[src/rtl/afc_pkg.sv]
package afc_pkg;

  localparam int CHANNELS      = 8;
  localparam int TABLE_ENTRIES = 8;

  localparam int FUNC_W     = 2;
  localparam int CH_W       = 3;
  localparam int MEAS_W     = 10;
  localparam int IDX_W      = 3;
  localparam int WORD_W     = 16;
  localparam int THR_W      = 10;
  localparam int VAL_W      = WORD_W - THR_W;
  localparam int MASK_W     = 8;
  localparam int DLY_W      = 8;
  localparam int DELAYS_W   = 64;
  localparam int CFG_IDX_W  = 2;
  localparam int CFG_DATA_W = 64;

  localparam int CH_IDX_W   = (CHANNELS > 1) ? $clog2(CHANNELS) : 1;
  localparam int ENTRY_W    = (TABLE_ENTRIES > 1) ? $clog2(TABLE_ENTRIES) : 1;
  localparam int TBL_DEPTH  = CHANNELS * TABLE_ENTRIES;
  localparam int TBL_ADDR_W = (TBL_DEPTH > 1) ? $clog2(TBL_DEPTH) : 1;

  localparam logic [FUNC_W-1:0] FUNC_SERVICE = 2'd0;
  localparam logic [FUNC_W-1:0] FUNC_RESET   = 2'd1;
  localparam logic [FUNC_W-1:0] FUNC_LOAD    = 2'd2;

  localparam logic [CFG_IDX_W-1:0] CFG_ENABLE  = 2'd0;
  localparam logic [CFG_IDX_W-1:0] CFG_DISABLE = 2'd1;
  localparam logic [CFG_IDX_W-1:0] CFG_DELAYS  = 2'd2;

  typedef enum logic [1:0] {
    ST_IDLE,
    ST_EXEC,
    ST_WALK,
    ST_DONE
  } afc_state_t;

  typedef struct packed {
    logic latch;
    logic apply;
    logic walk_start;
    logic step;
    logic commit;
    logic load_out;
  } afc_cmd_t;

  typedef struct packed {
    logic need_walk;
    logic hit;
    logic last;
  } afc_sts_t;

endpackage

[src/rtl/afc_ctrl.sv]
module afc_ctrl (
  input  logic              clk,
  input  logic              rst_n,
  input  logic              in_valid,
  output logic              in_ready,
  output logic              out_valid,
  input  logic              out_ready,
  input  afc_pkg::afc_sts_t sts,
  output afc_pkg::afc_cmd_t cmd
);
  import afc_pkg::*;

  afc_state_t state_r, state_nxt;
  logic       out_valid_r, out_valid_nxt;

  always_ff @(posedge clk) begin
    if (!rst_n) begin
      state_r     <= ST_IDLE;
      out_valid_r <= 1'b0;
    end else begin
      state_r     <= state_nxt;
      out_valid_r <= out_valid_nxt;
    end
  end

  always_comb begin
    state_nxt     = state_r;
    cmd           = '0;
    in_ready      = 1'b0;
    out_valid_nxt = out_valid_r && !out_ready;
    unique case (state_r)
      ST_IDLE: begin
        in_ready  = 1'b1;
        cmd.latch = in_valid;
        if (in_valid) state_nxt = ST_EXEC;
      end
      ST_EXEC: begin
        cmd.apply = 1'b1;
        if (sts.need_walk) begin
          cmd.walk_start = 1'b1;
          state_nxt      = ST_WALK;
        end else begin
          state_nxt = ST_DONE;
        end
      end
      ST_WALK: begin
        // first covering entry, or the last one on overrun
        if (sts.hit || sts.last) begin
          cmd.commit = 1'b1;
          state_nxt  = ST_DONE;
        end else begin
          cmd.step = 1'b1;
        end
      end
      ST_DONE: begin
        if (!out_valid_r || out_ready) begin
          cmd.load_out  = 1'b1;
          out_valid_nxt = 1'b1;
          state_nxt     = ST_IDLE;
        end
      end
      default: state_nxt = ST_IDLE;
    endcase
  end

  assign out_valid = out_valid_r;

endmodule

[src/rtl/afc_dpath.sv]
module afc_dpath (
  input  logic                             clk,
  input  logic                             rst_n,
  input  afc_pkg::afc_cmd_t                cmd,
  output afc_pkg::afc_sts_t                sts,
  input  logic                             cfg_we,
  input  logic [afc_pkg::CFG_IDX_W-1:0]    cfg_index,
  input  logic [afc_pkg::CFG_DATA_W-1:0]   cfg_data,
  input  logic [afc_pkg::FUNC_W-1:0]       in_func,
  input  logic [afc_pkg::CH_W-1:0]         in_channel,
  input  logic                             in_measure_ready,
  input  logic [afc_pkg::MEAS_W-1:0]       in_measure,
  input  logic [afc_pkg::IDX_W-1:0]        in_entry_index,
  input  logic [afc_pkg::WORD_W-1:0]       in_table_word,
  output logic [afc_pkg::VAL_W-1:0]        out_feedback_value,
  output logic [afc_pkg::MASK_W-1:0]       out_ready_mask,
  output logic [afc_pkg::MASK_W-1:0]       out_internal_ready_mask,
  output logic                             out_adc_restart,
  output logic                             out_no_match
);
  import afc_pkg::*;

  // configuration
  logic [MASK_W-1:0]   enable_r;
  logic [MASK_W-1:0]   disable_r;
  logic [DELAYS_W-1:0] delays_r;

  // latched item
  logic [FUNC_W-1:0] func_r;
  logic [CH_W-1:0]   ch_r;
  logic              mready_r;
  logic [MEAS_W-1:0] meas_r;
  logic [IDX_W-1:0]  idx_r;
  logic [WORD_W-1:0] word_r;

  // channel state
  logic [VAL_W-1:0]  values_r [CHANNELS];
  logic [DLY_W-1:0]  delays_cnt_r [CHANNELS];
  logic [MASK_W-1:0] pending_r;
  logic [MASK_W-1:0] acq_r;
  logic [MASK_W-1:0] iacq_r;
  logic              restart_r;
  logic              miss_r;

  // threshold table
  logic [WORD_W-1:0]     tbl_mem [TBL_DEPTH];
  logic [WORD_W-1:0]     rd_data_r;
  logic [TBL_ADDR_W-1:0] rd_addr;
  logic [TBL_ADDR_W-1:0] wr_addr;
  logic [TBL_ADDR_W-1:0] ch_base;
  logic [ENTRY_W-1:0]    entry_r;
  logic                  tbl_we;

  // output registers
  logic [VAL_W-1:0]  out_fb_r;
  logic [MASK_W-1:0] out_acq_r;
  logic [MASK_W-1:0] out_iacq_r;
  logic              out_restart_r;
  logic              out_miss_r;

  logic                ch_ok;
  logic [CH_IDX_W-1:0] ch_idx;
  logic                svc_en;
  logic                dly_zero;
  logic                dis_bit;
  logic                load_ok;

  assign ch_ok    = 32'(ch_r) < CHANNELS;
  assign ch_idx   = ch_r[CH_IDX_W-1:0];
  assign svc_en   = ch_ok && (func_r == FUNC_SERVICE) && enable_r[ch_r];
  assign dly_zero = delays_cnt_r[ch_idx] == '0;
  assign dis_bit  = disable_r[ch_r];
  assign load_ok  = ch_ok && (func_r == FUNC_LOAD) && (32'(idx_r) < TABLE_ENTRIES);

  assign sts.need_walk = svc_en && dly_zero && mready_r && !dis_bit;
  assign sts.hit       = meas_r <= rd_data_r[THR_W-1:0];
  assign sts.last      = entry_r == ENTRY_W'(TABLE_ENTRIES - 1);

  assign ch_base = TBL_ADDR_W'(ch_idx) * TBL_ADDR_W'(TABLE_ENTRIES);
  assign wr_addr = ch_base + TBL_ADDR_W'(idx_r);
  assign tbl_we  = cmd.apply && load_ok;

  always_comb begin
    if (cmd.step) rd_addr = ch_base + TBL_ADDR_W'(entry_r) + TBL_ADDR_W'(1);
    else          rd_addr = ch_base;
  end

  always_ff @(posedge clk) begin
    if (tbl_we) tbl_mem[wr_addr] <= word_r;
    rd_data_r <= tbl_mem[rd_addr];
  end

  always_ff @(posedge clk) begin
    if (cmd.walk_start) entry_r <= '0;
    else if (cmd.step)  entry_r <= entry_r + ENTRY_W'(1);
  end

  always_ff @(posedge clk) begin
    if (cmd.latch) begin
      func_r   <= in_func;
      ch_r     <= in_channel;
      mready_r <= in_measure_ready;
      meas_r   <= in_measure;
      idx_r    <= in_entry_index;
      word_r   <= in_table_word;
    end
  end

  always_ff @(posedge clk) begin
    if (!rst_n) begin
      enable_r  <= '0;
      disable_r <= '0;
      delays_r  <= '0;
    end else if (cfg_we) begin
      unique case (cfg_index)
        CFG_ENABLE:  enable_r  <= cfg_data[MASK_W-1:0];
        CFG_DISABLE: disable_r <= cfg_data[MASK_W-1:0];
        CFG_DELAYS:  delays_r  <= cfg_data[DELAYS_W-1:0];
        default: ;
      endcase
    end
  end

  always_ff @(posedge clk) begin
    if (!rst_n) begin
      for (int c = 0; c < CHANNELS; c++) begin
        values_r[c]     <= '0;
        delays_cnt_r[c] <= '0;
      end
      pending_r <= '0;
      acq_r     <= '0;
      iacq_r    <= '0;
      restart_r <= 1'b0;
      miss_r    <= 1'b0;
    end else begin
      if (cmd.apply) begin
        restart_r <= 1'b0;
        miss_r    <= 1'b0;
        if (svc_en) begin
          if (!dly_zero) begin
            delays_cnt_r[ch_idx] <= delays_cnt_r[ch_idx] - DLY_W'(1);
            pending_r[ch_r]      <= 1'b1;
          end else begin
            pending_r[ch_r] <= 1'b0;
            restart_r       <= pending_r[ch_r] || mready_r;
            if (mready_r) iacq_r[ch_r] <= 1'b1;
          end
        end else if (ch_ok && func_r == FUNC_RESET) begin
          delays_cnt_r[ch_idx] <= delays_r[ch_r*DLY_W +: DLY_W];
          iacq_r[ch_r]         <= 1'b0;
        end
      end
      if (cmd.commit) begin
        values_r[ch_idx] <= rd_data_r[WORD_W-1:THR_W];
        acq_r[ch_r]      <= 1'b1;
        miss_r           <= !sts.hit;
      end
    end
  end

  always_ff @(posedge clk) begin
    if (cmd.load_out) begin
      out_fb_r      <= ch_ok ? values_r[ch_idx] : '0;
      out_acq_r     <= acq_r;
      out_iacq_r    <= iacq_r;
      out_restart_r <= restart_r;
      out_miss_r    <= miss_r;
    end
  end

  assign out_feedback_value      = out_fb_r;
  assign out_ready_mask          = out_acq_r;
  assign out_internal_ready_mask = out_iacq_r;
  assign out_adc_restart         = out_restart_r;
  assign out_no_match            = out_miss_r;

endmodule

[src/rtl/analog_feedback_threshold_classifier_unit.sv]
// an accepted item is latched, applied in EXEC and its result registered in DONE; a
// classifying service item first reads its channel's table in WALK, one entry at a time,
// until the first covering entry or the last; one item is in work at a time, held in DONE
// while a result waits; the next item is taken once the previous result is registered
// reset: synchronous active low rst_n clears control, configuration and channel state;
// threshold table words are undefined until loaded, no clearing pass
module analog_feedback_threshold_classifier_unit (
  input  logic                             clk,
  input  logic                             rst_n,
  input  logic                             cfg_we,
  input  logic [afc_pkg::CFG_IDX_W-1:0]    cfg_index,
  input  logic [afc_pkg::CFG_DATA_W-1:0]   cfg_data,
  input  logic                             in_valid,
  output logic                             in_ready,
  input  logic [afc_pkg::FUNC_W-1:0]       in_func,
  input  logic [afc_pkg::CH_W-1:0]         in_channel,
  input  logic                             in_measure_ready,
  input  logic [afc_pkg::MEAS_W-1:0]       in_measure,
  input  logic [afc_pkg::IDX_W-1:0]        in_entry_index,
  input  logic [afc_pkg::WORD_W-1:0]       in_table_word,
  output logic                             out_valid,
  input  logic                             out_ready,
  output logic [afc_pkg::VAL_W-1:0]        out_feedback_value,
  output logic [afc_pkg::MASK_W-1:0]       out_ready_mask,
  output logic [afc_pkg::MASK_W-1:0]       out_internal_ready_mask,
  output logic                             out_adc_restart,
  output logic                             out_no_match
);
  import afc_pkg::*;

  afc_cmd_t cmd;
  afc_sts_t sts;

  afc_ctrl u_ctrl (
    .clk       (clk),
    .rst_n     (rst_n),
    .in_valid  (in_valid),
    .in_ready  (in_ready),
    .out_valid (out_valid),
    .out_ready (out_ready),
    .sts       (sts),
    .cmd       (cmd)
  );

  afc_dpath u_dpath (
    .clk                     (clk),
    .rst_n                   (rst_n),
    .cmd                     (cmd),
    .sts                     (sts),
    .cfg_we                  (cfg_we),
    .cfg_index               (cfg_index),
    .cfg_data                (cfg_data),
    .in_func                 (in_func),
    .in_channel              (in_channel),
    .in_measure_ready        (in_measure_ready),
    .in_measure              (in_measure),
    .in_entry_index          (in_entry_index),
    .in_table_word           (in_table_word),
    .out_feedback_value      (out_feedback_value),
    .out_ready_mask          (out_ready_mask),
    .out_internal_ready_mask (out_internal_ready_mask),
    .out_adc_restart         (out_adc_restart),
    .out_no_match            (out_no_match)
  );

endmodule

[config.mk]
export PLATFORM = sky130hd
export DESIGN_NAME = analog_feedback_threshold_classifier_unit
export DESIGN_NICKNAME = d
export VERILOG_FILES = /design/src/rtl/afc_pkg.sv /design/src/rtl/afc_ctrl.sv /design/src/rtl/afc_dpath.sv /design/src/rtl/analog_feedback_threshold_classifier_unit.sv
export SDC_FILE = /design/constraint.sdc
export NUM_CORES = 2
export LEC_CHECK = 0
export BUFFER_PORTS_ARGS = -buffer_cell sky130_fd_sc_hd__buf_2
export CAP_MARGIN = 30
export CORE_MARGIN = 2
export CORE_UTILIZATION = 35
export DETAILED_ROUTE_END_ITERATION = 6
export SETUP_SLACK_MARGIN = 0.15
export SKIP_LAST_GASP = 1
export SYNTH_ARGS = -nofsm -noshare
export SYNTH_HDL_FRONTEND = slang
export SYNTH_SLANG_ARGS = --single-unit
export TNS_END_PERCENT = 100
[constraint.sdc]
create_clock -name clk -period 9.98 [get_ports clk]
set_clock_uncertainty 0.15 [all_clocks]
set_input_delay 0.499 -clock clk [delete_from_list [all_inputs] [get_ports clk]]
set_output_delay 0.499 -clock clk [all_outputs]
set_load 0.05 [all_outputs]
* Word level (Yosys, flattened, before mapping)
Memories as Yosys holds them, arrays and structs flattened. A register that Yosys moved wholly into a read port is not among the register bits.
Index checks and enable logic that the tools add are counted.
** Cells by class
- Add/sub/neg operators :: 5
- Magnitude comparators :: 3
- Equality and inequality tests :: 13
- Shift-type cells :: 1
- Mux-type cells :: 58
- Bitwise logic cells :: 7
- Reductions and logical operators :: 28
** Operators by type and width (count)
- $shiftx 64x7->8 :: 1
- $mux 8 :: 7
- $mux 1 :: 36
- $or 8x8->8 :: 3
- $and 8x8->8 :: 2
- $add 6x3->6 :: 2
- $mux 6 :: 2
- $le 10x10->1 :: 1
- $mux 2 :: 5
- $bmux 1 s3 :: 3
- $mux 3 :: 3
- $eq 2x2->1 const B :: 4
- $logic_not 8->1 :: 1
- $not 8->8 :: 1
- $pmux 2 s4 :: 1
- $reduce_and 2->1 :: 4
- $reduce_or 8->1 :: 1
- $sub 8x1->8 const B :: 1
- $logic_and 1x1->1 :: 7
- $add 6x1->6 const B :: 1
- $eq 2x1->1 const B :: 3
- $logic_not 2->1 :: 3
- $ne 2x1->1 const B :: 3
- $reduce_or 6->1 :: 1
- other kinds (12) :: 19
** Storage, ports and cells
- Bits in registers :: 165
- RAM bits :: 1136
- Input port bits :: 106
- Memories kept :: 3
** Memories
- u_dpath.tbl_mem :: words 64, width 16, rd ports 1, clocked after Yosys merged registers in 1, write ports 1, line afc_dpath.sv:46 : logic [WORD_W-1:0] tbl_mem [TBL_DEPTH];
- u_dpath.delays_cnt_r :: words 8, width 8, rd ports 1, clocked after Yosys merged registers in 1, write ports 8, line afc_dpath.sv:38 : logic [DLY_W-1:0] delays_cnt_r [CHANNELS];
- u_dpath.values_r :: words 8, width 6, rd ports 1, clocked after Yosys merged registers in 1, write ports 8, line afc_dpath.sv:37 : logic [VAL_W-1:0] values_r [CHANNELS];

* Depth between registers and ports, before layout
- Word-level depth :: 14
- Depth in mapped cells :: 13
- Gate-level depth less buffers :: 10

* By module
Synthesis repeated with hierarchy kept, for this count alone.
** Second synthesis, totals
- Cells, all modules :: 3190
- Area, all modules :: 52574.2 um^2
** By module, submodules not included
- afc_dpath :: times used 1, cells each 3164, area each 52332.7 um^2
- afc_ctrl :: times used 1, cells each 26, area each 241.5 um^2

* Worst setup path before layout
No wires, ideal clock.
- Path kind :: register -> register
- From :: register (tool-made name)
- To :: memory u_dpath.delays_cnt_r[0][0] (enable)
- Library setup time :: 304 ps
- Arrival time :: 2978 ps
- Slack :: 6548 ps
- Cell stages (with the launch flop) :: 13
- Clock period less this slack :: 3432 ps
- Cell sequence :: dfxtp_1 > buf_2 > buf_2 > mux4_2 > mux2i_1 > ha_1 > nand3_1 > or3_1 > buf_2 > nand2_1 > a21oi_2 > nand2_1 > nand2_1
** RTL lines (line)
- to (decl) :: afc_dpath.sv:38

* Final worst setup path
- From :: register u_dpath.entry_r[0]
- To :: register u_dpath.rd_data_r[13], read port of u_dpath.tbl_mem
** Between the ends
- Longest elaborated chain between the ends :: 5
- Elaborated cells between the ends (all ways) :: 7
** Ends and longest elaborated chain
- from (decl) :: line afc_dpath.sv:51 : logic [ENTRY_W-1:0] entry_r;
- from (signal assigned) :: line afc_dpath.sv:95 : else if (cmd.step) entry_r <= entry_r + ENTRY_W'(1);
- parallel branches: the longest is 4 deep, another holds $add 6x3->6
- $mux 6 * :: line afc_dpath.sv:84 : if (cmd.step) rd_addr = ch_base + TBL_ADDR_W'(entry_r) + TBL_ADDR_W'(1);
- to (decl) :: line afc_dpath.sv:47 : logic [WORD_W-1:0] rd_data_r;
Mark *: on every way between the ends.
A chain may end at the register's enable or synchronous reset.

==> impl_metrics.json <==
{
  "hp-start": "rst_n",
  "grt_max_degree": 95,
  "cts_tree": "done",
  "crit_slowest_cell": "nor4_1",
  "placed_cell_area_um2": 55300,
  "final_cell_mix": "1195 x edfxtp_1, 282 x nand2_1, 244 x nor2_1, 163 x a21oi_1, 143 x clkbuf_16",
  "p_leak_nw": 19.9,
  "numCtsBuffers": 139,
  "grt_use_total_pct": 19.1,
  "tightest_slew_ns": 1.10,
  "worst_path_largest_cell_delay_ns": 0.85,
  "vias_per_cell": 5.55,
  "r2r_slack_ns": 4.95,
  "yosysSeqAreaShare_pct": 74.0,
  "boundaryPins": 132,
  "wl_per_cell_um": 26.2,
  "core_region_area_um2": 148000,
  "syn_to_final_growth_pct": 17.0,
  "fp.dieArea_um2": 152000,
  "synth_edf_count": 1195,
  "fin_cells": 5620,
  "drive_above_1_share_pct": 19.6,
  "die_h_um": 389,
  "dr.pass1.iters": 6,
  "start_util_pct": 35.2,
  "fmax_mhz": 199,
  "drt_wl_total_um": 147000,
  "avgSynthCellArea_um2": 15.8,
  "row_count": 141,
  "synthCells": 3285,
  "cts_buffer_depth": 3,
  "clk_pin_slew_ns": 0.06,
  "r2r-end": "u_dpath.rd_data_r[13]",
  "hpwlAfterDp_um": 90000,
  "place.gp.congestion": 0.892,
  "clk_latency_ns": 0.77,
  "min_to": "u_dpath.acq_r[5]",
  "drc_errors": 0,
  "tritoncts_num_sinks": 1326,
  "ys_seq_elements": 1326,
  "dp_cells": 5256,
  "rsz0062_at_grt": "no",
  "min_period_ns": 5.03,
  "dieWidth_um": 389,
  "cp-start-kind": "flip-flop",
  "dr.first_iter.drc_count": 3932,
  "power.density_nw_per_um2": 248,
  "yosys_warnings": 0,
  "critPathBufInv": 1,
  "cts-htree-levels": 4,
  "crit_family": "compound AO/OA/AOI/OAI gates",
  "layout_commonest_cell": "edfxtp_1",
  "min_path_cells": 4,
  "r2r_cells": 9,
  "synth_cell_types": 70,
  "worst_ep_arrival_time_ns": 5.55,
  "fin_crit_sh_pct": 50.4,
  "peakVddDrop_uv": 159,
  "io_buffers": 131,
  "netlist_area_um2": 52000,
  "path_class": "flip-flop to flip-flop",
  "status": "finished clean",
  "overflow": 0,
  "final_design_area_no_fill_um2": 60800,
  "grt_pass1_wl_um": 213000,
  "maxCapViolations": 0,
  "post_cts_buffers": 0,
  "tns_ns": 0,
  "n_fill_cell": 13103,
  "maxSlewViolCount": 0,
  "antenna_found_initial": 7,
  "ys.flop_type": "edfxtp_1",
  "r2r-start": "u_dpath.entry_r[0]",
  "async_flop_share_pct": 0,
  "relSlewSlack_pct": 26.3,
  "path_cells": "ha_2 -> ha_4 -> nor2_1 -> a211oi_4 -> buf_4 -> o22ai_1 -> nor4_1 -> o32ai_1 -> a311oi_1",
  "finalHoldViolCount": 0,
  "holdWs_ns": 0.133,
  "critPathMaxFanout": 73,
  "end_kind": "flip-flop",
  "syn_nets": 3408,
  "crit_start": "u_dpath.entry_r[0]",
  "antenna_left": 0,
  "setup_viol": 0,
  "grt_pass1_vias": 30345,
  "route.vias.total": 31199,
  "hp-class": "input pin to flip-flop",
  "root_buffer": "clkbuf_16",
  "nets": 3692,
  "cp.required_ns": 10.49
}
## routing by layer
metal	track usage, %	wire length, um	part of all wire, %	up-vias
li1	-	-	-	13553
met1	26.7	62000	42	15897
met2	29.6	67600	46	1488
met3	3.79	12300	8.3	257
met4	6.94	5310	3.6	4
met5	0	28	0.019	-
## worst min-delay path: stages
cell	delay [ns]
buf_2	0.09
buf_4	0.24
nand2_1	0.12
nand2_1	0.04
## state kept, by name (all words and copies together), names as in the netlist, 8 cells and up, named ones only
register and flops:
u_dpath.tbl_mem 1024, u_dpath.delays_cnt_r 64, u_dpath.delays_r 64, u_dpath.values_r 48, u_dpath.rd_data_r 16, u_dpath.word_r 16
u_dpath.meas_r 10, u_dpath.acq_r 8, u_dpath.disable_r 8, u_dpath.enable_r 8, u_dpath.out_internal_ready_mask 8, u_dpath.out_ready_mask 8
## synth_stat cells (all sizes together), types with 6 or more instances
cell type,n,area [um^2]
o32ai,12,105
inv,20,75.1
o221a,16,180
a31oi,7,43.8
a32o,14,140
a311oi,27,236
ha,17,213
nor2,255,957
mux4,112,2520
o22ai,100,626
nor3b,6,45.0
and3,63,394
nor3,24,120
a211oi,69,523
o21ai,48,240
clkbuf,167,627
a221oi,12,111
a21o,6,45.0
buf,53,283
mux2,84,946
edfxtp,1195,35900
a21oi,164,825
nand4,9,56.3
nor2b,49,307
a32oi,16,140
nor4,54,363
o31ai,8,60.1
dfxtp,131,2620
a311o,15,150
nand2,284,1070
mux2i,84,845
o221ai,13,114
a22oi,51,383
or2,8,50.1
nand3,21,105
o22a,7,61.3
## cell families (layout without fill, tap and decap cells)
family                     after synthesis  in the layout  synth area share, %
AOI/OAI and AO/OA                      619            619                 8.25
adders and majority gates               17             17                0.409
muxes                                  280            280                 8.29
DFF                                   1326           1326                 74.0
other                                    0              4                    0
buffers and inverters                  241            642                 1.90
xor gates and xnor gates                 7              7                0.118
and+or+nand+nor                        795            795                 6.99
## worst max path at each step
stage	end	cells after the start
floorplan	u_dpath.delays_cnt_r[0][0]	12
global placement	u_dpath.rd_data_r[10]	9
detailed placement	u_dpath.rd_data_r[13]	9
CTS	u_dpath.rd_data_r[13]	9
global route	u_dpath.rd_data_r[12]	10
finish	u_dpath.rd_data_r[13]	9
## power breakdown
part / internal, mW / total [mW] / switching (mW)
Clock: 2.96 / 5.11 / 2.15
Sequential: 6.44 / 6.60 / 0.159
Combinational: 1.06 / 3.41 / 2.34
## metrics by stage
stage / utilization, % / worst slack, ns / total power [mW]
2_1_floorplan: - / 6.55 / 8.70
3_3_place_gp: 37.4 / 5.02 / 10.1
3_5_place_dp: 37.4 / 5.02 / 10.1
4_1_cts: 41.2 / 5.00 / 15.2
5_1_grt: 41.2 / 4.82 / 15.6
6_report: 41.2 / 4.95 / 15.1
## timing repair
item | CTS | global route
endpoints found under the hold margin | 119 | 0
resized for setup | 0 | 0
hold buffers | 100 | 0
## cell type report
| cell class | count | area, um^2 | area share (%) |
|---|---|---|---|
| clock buffer | 191 | 3850 | 6.33 |
| antenna | 4 | 10.0 | 0.0165 |
| inverter | 21 | 78.8 | 0.130 |
| timing repair buffer | 363 | 2660 | 4.37 |
| clock inverter | 67 | 662 | 1.09 |
| tap | 1930 | 2410 | 3.97 |
| multi-input combinational | 1718 | 12700 | 20.8 |
| sequential | 1326 | 38500 | 63.3 |
Note: power is estimated with default switching activity, not from simulation.
